==> src/rtl/tli_pkg.sv <==
// Package for the table linear interpolator: widths, status codes, queue types.
// Used by every module in rtl/; no other dependencies.
package tli_pkg;

    localparam int TABLE_DEPTH = 16;
    localparam int IDX_W = $clog2(TABLE_DEPTH);
    localparam int SIZE_W = 5;
    localparam int KEY_W = 32;
    localparam int COEF_W = 16;
    localparam int PROD_W = KEY_W + COEF_W;

    localparam logic OP_LOAD = 1'b0;
    localparam logic OP_QUERY = 1'b1;

    localparam logic [1:0] ST_OK = 2'd0;
    localparam logic [1:0] ST_BELOW = 2'd1;
    localparam logic [1:0] ST_ABOVE = 2'd2;
    localparam logic [1:0] ST_ZERO_WIDTH = 2'd3;

    typedef struct packed {
        logic [KEY_W-1:0] key;
    } query_t;

    typedef struct packed {
        logic [1:0] status;
        logic [COEF_W-1:0] refl;
        logic [COEF_W-1:0] trans;
    } result_t;

endpackage

==> src/rtl/tli_front.sv <==
// Front end: accepts transactions, writes loads into the table, queues queries.
// Depends on tli_pkg.
module tli_front
    import tli_pkg::*;
(
    input  logic              clk,
    input  logic              rst_n,
    input  logic              in_valid,
    output logic              in_ready,
    input  logic              opcode,
    input  logic [3:0]        entry_index,
    input  logic [KEY_W-1:0]  key_value,
    input  logic [COEF_W-1:0] reflect_value,
    input  logic [COEF_W-1:0] transmit_value,
    output logic              wr_en,
    output logic [IDX_W-1:0]  wr_idx,
    output logic [KEY_W-1:0]  wr_key,
    output logic [COEF_W-1:0] wr_refl,
    output logic [COEF_W-1:0] wr_trans,
    output logic              q_valid,
    input  logic              q_ready,
    output query_t            q_data,
    input  logic              back_idle
);
    // two-entry queue
    query_t     fifo_reg [2];
    logic [1:0] cnt_reg;
    logic       rd_ptr_reg;
    logic       wr_ptr_reg;
    logic       push;
    logic       pop;
    logic       acc;

    // hold loads until queued queries drained so order with table is kept
    assign in_ready = (opcode == OP_QUERY) ? (cnt_reg != 2'd2)
                                           : (cnt_reg == 2'd0 && back_idle);
    assign acc = in_valid && in_ready;
    assign push = acc && opcode == OP_QUERY;
    assign pop = q_valid && q_ready;
    assign q_valid = cnt_reg != 2'd0;
    assign q_data = fifo_reg[rd_ptr_reg];

    assign wr_en = acc && opcode == OP_LOAD && {1'b0, entry_index} < 5'(TABLE_DEPTH);
    assign wr_idx = IDX_W'(entry_index);
    assign wr_key = key_value;
    assign wr_refl = reflect_value;
    assign wr_trans = transmit_value;

    always_ff @(posedge clk or negedge rst_n)
    begin
        if (!rst_n)
        begin
            cnt_reg <= '0;
            rd_ptr_reg <= 1'b0;
            wr_ptr_reg <= 1'b0;
        end
        else
        begin
            if (push)
                wr_ptr_reg <= ~wr_ptr_reg;
            if (pop)
                rd_ptr_reg <= ~rd_ptr_reg;
            cnt_reg <= cnt_reg + 2'(push) - 2'(pop);
        end
    end

    always_ff @(posedge clk)
    begin
        if (push)
            fifo_reg[wr_ptr_reg].key <= key_value;
    end

`ifndef SYNTHESIS
    a_no_overflow: assert property (@(posedge clk) disable iff (!rst_n)
        cnt_reg == 2'd2 |-> !push) else $error("queue overflow");
    a_load_drained: assert property (@(posedge clk) disable iff (!rst_n)
        wr_en |-> cnt_reg == 2'd0 && back_idle) else $error("load overtook query");
    a_cnt_range: assert property (@(posedge clk) disable iff (!rst_n)
        cnt_reg != 2'd3) else $error("queue count bad");
`endif
endmodule

==> config.mk <==
export PLATFORM = sky130hd
export DESIGN_NAME = tli_front
export DESIGN_NICKNAME = d
export VERILOG_FILES = /design/src/rtl/tli_pkg.sv /design/src/rtl/tli_front.sv
export SDC_FILE = /design/constraint.sdc
export NUM_CORES = 1
export LEC_CHECK = 0
export ABC_AREA = 1
export BUFFER_PORTS_ARGS = -buffer_cell sky130_fd_sc_hd__buf_2
export CAP_MARGIN = 10
export CORE_MARGIN = 3
export CORE_UTILIZATION = 44
export CTS_CLUSTER_DIAMETER = 30
export DETAILED_ROUTE_END_ITERATION = 12
export PLACE_DENSITY = 0.89
export SLEW_MARGIN = 20
export SYNTH_ARGS = -nofsm -noshare
export SYNTH_HDL_FRONTEND = slang
export SYNTH_SLANG_ARGS = --single-unit
==> constraint.sdc <==
create_clock -name clk -period 3 [get_ports clk]
set_input_delay 0.15 -clock clk [delete_from_list [all_inputs] [get_ports clk]]
set_output_delay 0.15 -clock clk [all_outputs]
set_load 0.02 [all_outputs]
== Word-level counts from Yosys, hierarchy flattened ==
Memories as Yosys holds them, arrays and structs flattened.
Index checks and enable logic that the tools add are counted.
Storage, ports and cells
  register bits after elaboration: 4
  latch bits: 0
  bits in writable memories: 64
  ROM bits: 0
  output and inout port bits: 103
  logic and storage cells: 20
  memories: 1
Operators by class
  $add $sub $neg: 2
  multipliers: 0
  divide/modulo/power cells: 0
  order comparisons: 0
  equal/unequal tests: 1
  shifts and indexed selects: 0
  muxes and demuxes: 3
  bitwise gates (word level): 3
  reductions and logical operators: 7
Memory list
  fifo_reg: depth 2, width 32, read ports 1, clocked after memory_dff 0, write ports 1, RTL line tli_front.sv:26  | query_t fifo_reg [2];
Operators by type and width (number)
  1-bit logical AND: 5
  1-bit 2-to-1 mux: 3
  1-bit NOT: 3
  2-bit by 1-bit adder with 2-bit output: 1
  2-bit zero test: 1
  2-bit != test, second input constant: 1
  2-bit nonzero test: 1
  2-bit by 1-bit subtractor with 2-bit output: 1

== Depth between registers and ports, before layout ==
  word-level depth: 7
  mapped depth: 13

== Least setup slack after synthesis ==
Ideal clock, no wire load.
  path kind: register to register
  from: register cnt_reg[0]
  to: memory fifo_reg[1][0] (netlist name), enable pin
  arrival: 1976 ps
  required time: 2579 ps
  slack: 603 ps
  cell stages (with the launch flop): 5
  buffers on the path: 0
  clock period less this slack: 2397 ps
  path through: dfrtp_1 -> inv_1 -> nand2_2 -> nand3_4 -> nor2_1
On the way
  longest elaborated chain between the ends: 7
  elaborated cells on any way between the ends: 8
Ends and longest elaborated chain
  start, declared: RTL line tli_front.sv:27  | logic [1:0] cnt_reg;
  start signal, assigned: RTL line tli_front.sv:63  | cnt_reg <= cnt_reg + 2'(push) - 2'(pop);
  2-bit zero test: RTL line tli_front.sv:36  | : (cnt_reg == 2'd0 && back_idle);
  1-bit logical AND: RTL line tli_front.sv:36
  1-bit 2-to-1 mux (*): RTL line tli_front.sv:35  | assign in_ready = (opcode == OP_QUERY) ? (cnt_reg != 2'd2)
  1-bit logical AND (*): RTL line tli_front.sv:37  | assign acc = in_valid && in_ready;
  1-bit logical AND (*): RTL line tli_front.sv:38  | assign push = acc && opcode == OP_QUERY;
  1-bit 2-to-1 mux (*): RTL line tli_front.sv:69  | if (push)
  1-bit 2-to-1 mux (implied by the code) (*): RTL line tli_front.sv:70  | fifo_reg[wr_ptr_reg].key <= key_value;
  end, declared: RTL line tli_front.sv:26
Mark *: on every way between the ends. The rest lies on a longest branch, timed or not.

== Final worst setup path ==
  from: register cnt_reg[0]
  to: memory fifo_reg[0][27] (netlist name), enable pin
The elaborated chain is that of the path after synthesis.

==> results.txt <==
fmax: 0.541 GHz
Hold Path Origin: key_value[8]
CP max FO: 33
fin util: 51.0%
Area Overhead vs Synth: 11.4%
aggregate global-route resource usage: 15.4%
post-DR wirelength/cell: 14.6 um
reg2reg end: fifo_reg[0][27]
Crit-path slowest cell: nor2_4
CTS tree: built
top cells by count, synth: nand2_1 (106), buf_4 (69), edfxtp_1 (64)
worst hold path cell count: 1
ANT nets after route: 0
vias in the first global route: 1816
initial drt markers: 55
Worst-path clk slew: 70 ps
hold endpoint: fifo_reg[0][8]
vias per cell: 4.46
max-slew violations: 0
max FFs per register: 64
FF+latch count, synth: 68
outcome: completed
placed inst area: 3230 um^2
Clk Latency, worst-skew pair: 330 ps
Routability Congestion: 0.745
largest net degree at the start of global routing: 34
WP data arrival: 1800 ps
Post-CTS Setup Inserts: 0
Max Root-Sink Buffers: 2
R2R Setup Slk: 1150 ps
unique cell type count in the Yosys netlist: 18
number of H-tree levels: 3
Final setup viols: 0
Pleak: 0.00161 uW
worst setup margin: 1150 ps
Cell Pwr Density: 890 nW/um^2
clock group share of total power: 24.8%
1st-pass router iterations: 4
Worst R2R Path Depth: 4
Worst Tran Pin Value: 979 ps
Syn Area/Cell: 11.4 um^2
first-pass GRT wire length: 9540 um
post-synthesis sequential area ratio: 64.3%
setup TNS: 0 ps
Max VDD drop: 458 uV
num ports: 177
Yosys Warn Count: 0
Post-Syn Nets: 350
CORE AREA: 6870 um^2
maxcap violations: 0
sequential share of power: 39.8%
most common cell in the netlist: nand2_1
nets: 398
CP Cell Sequence: inv_1 -> nand2_2 -> nand3_4 -> nor2_4
pre-CTS setup slack: 1110 ps
cell taking the most area after synthesis: edfxtp_1
Placement Rows: 30
Post-synth EDFFs: 64
Vias: 1889
Total Power: 3120 uW
initial core utilization: 45.8%
final hold violation count: 0
Final period util: 61.6%
Post-route DRC: 0
power share of the combinational group: 35.4%
Fillers: 620
fin area: 3500 um^2
CP Capture Type: flop
port bufs: 104
total wire length: 6190 um
Main synth FF type: edfxtp_1
Pint: 1970 uW
switching power total: 1150 uW
number of antenna diodes: 0
Final min period: 1850 ps
Async SR Flop Fraction: 5.88%
Worst Skew: 6.25 ps
top cells by area, synth: edfxtp_1 (61%), buf_4 (16%), nand2_1 (13%)
CTS root buffer: clkbuf_8
Mapped Cells: 275
Top delay family on crit path: simple AND/OR/NAND/NOR gates
share of layout cells above drive strength 1: 39.0%
GRT Residual Overflow: 0
Die H: 90.6 um
startpoint types: flop
required time of the critical path: 2950 ps
die width: 90.6 um
Crit path buffers/inverters: 1
top-area cell type share of the netlist area: 61.1%
unrepaired setup endpoints after global routing: false
CTS buffer count: 9
initial antenna violation count: 0
HPWL Detailed: 4420 um
HP Class: in2reg
crit path kind: reg2reg
reg2reg start: cnt_reg[0]
Max transition margin: 34.6%
# clock sinks: 68
slowest stage delay, CP: 760 ps
Syn Std Cell Area: 3150 um^2
Sw Share: 36.8%
DIE AREA: 8200 um^2
-- worst reg2reg max path: stages (launching register included) --
cell,delay [ps]
dfrtp_1,400
inv_1,80
nand2_2,90
nand3_4,120
nor2_4,760
-- cells by family (layout without fill, tap and decap cells) --
group / count (synthesis) / count (layout) / share of synthesized area, %
adder cells (fa/ha/maj): 1 / 1 / 0.398
buffers and inverters: 89 / 142 / 19.9
XOR/XNOR: 1 / 1 / 0.278
AO/OA/AOI/OAI: 1 / 1 / 0.159
flip-flops: 68 / 68 / 64.3
AND/OR/NAND/NOR: 115 / 115 / 15.0
-- final cells by class --
type | count | area (um^2) | share of cell area [%]
Clock buffer | 10 | 128 | 3.64
Clock inverter | 6 | 78.8 | 2.25
Inverter | 14 | 52.6 | 1.50
Multi-Input combinational cell | 118 | 505 | 14.4
Sequential cell | 68 | 2020 | 57.7
Tap cell | 96 | 120 | 3.43
Timing Repair Buffer | 112 | 598 | 17.1
-- how the worst max path moves through the flow --
stage	from	to	slack [ps]	depth (start not counted)
final	cnt_reg[0]	fifo_reg[0][27]	1150	4
after global routing	cnt_reg[0]	fifo_reg[0][27]	1020	4
after CTS	cnt_reg[0]	fifo_reg[0][22]	1100	4
after detailed placement	cnt_reg[0]	fifo_reg[0][12]	1110	4
after global placement	cnt_reg[0]	fifo_reg[0][11]	1230	4
after floorplan	cnt_reg[0]	fifo_reg[1][0]	600	4
-- power groups by stage --
stage          Combinational [uW]  Sequential (uW)  Clock (uW)
6_report                     1110             1240         773
5_1_grt                      1230             1250         845
4_1_cts                      1130             1240         797
3_5_place_dp                 1120             1260           0
3_3_place_gp                 1090             1250           0
2_1_floorplan                 908             1250           0
-- placed cells by master (no fill, tap or decap), types with 2 or more instances in the layout --
cell             n
edfxtp_1        64
nand2_1        106
nor2_4           3
clkbuf_8         9
dfrtp_1          4
buf_2          104
nand2_2          2
inv_2            2
clkinv_2         3
bufinv_16        2
inv_1           12
dlygate4sd3_1    7
-- routing by layer --
| layer | global-route usage, % | wire, um | up-vias |
|---|---|---|---|
| met1 | 14.6 | 2000 | 860 |
| met4 | 8.42 | 183 | 0 |
| met5 | 0 | 0 | - |
| met3 | 5.50 | 588 | 19 |
| li1 | - | - | 912 |
| met2 | 28.5 | 3420 | 98 |
-- through the flow --
stage | hold slack, ps | cells
global route | 0.172 | 424
floorplan | -146 | 275
detailed placement | -38.5 | 401
CTS | 0.436 | 423
global placement | -39.4 | 401
finish | 18.3 | 424
-- what timing repair did --
item                       4_1_cts  5_1_grt
resized for setup                0        0
hold buffers                     6        1
setup endpoints to repair        0        0
hold endpoints to repair        14        2
Power figures use the tool's default switching activity.
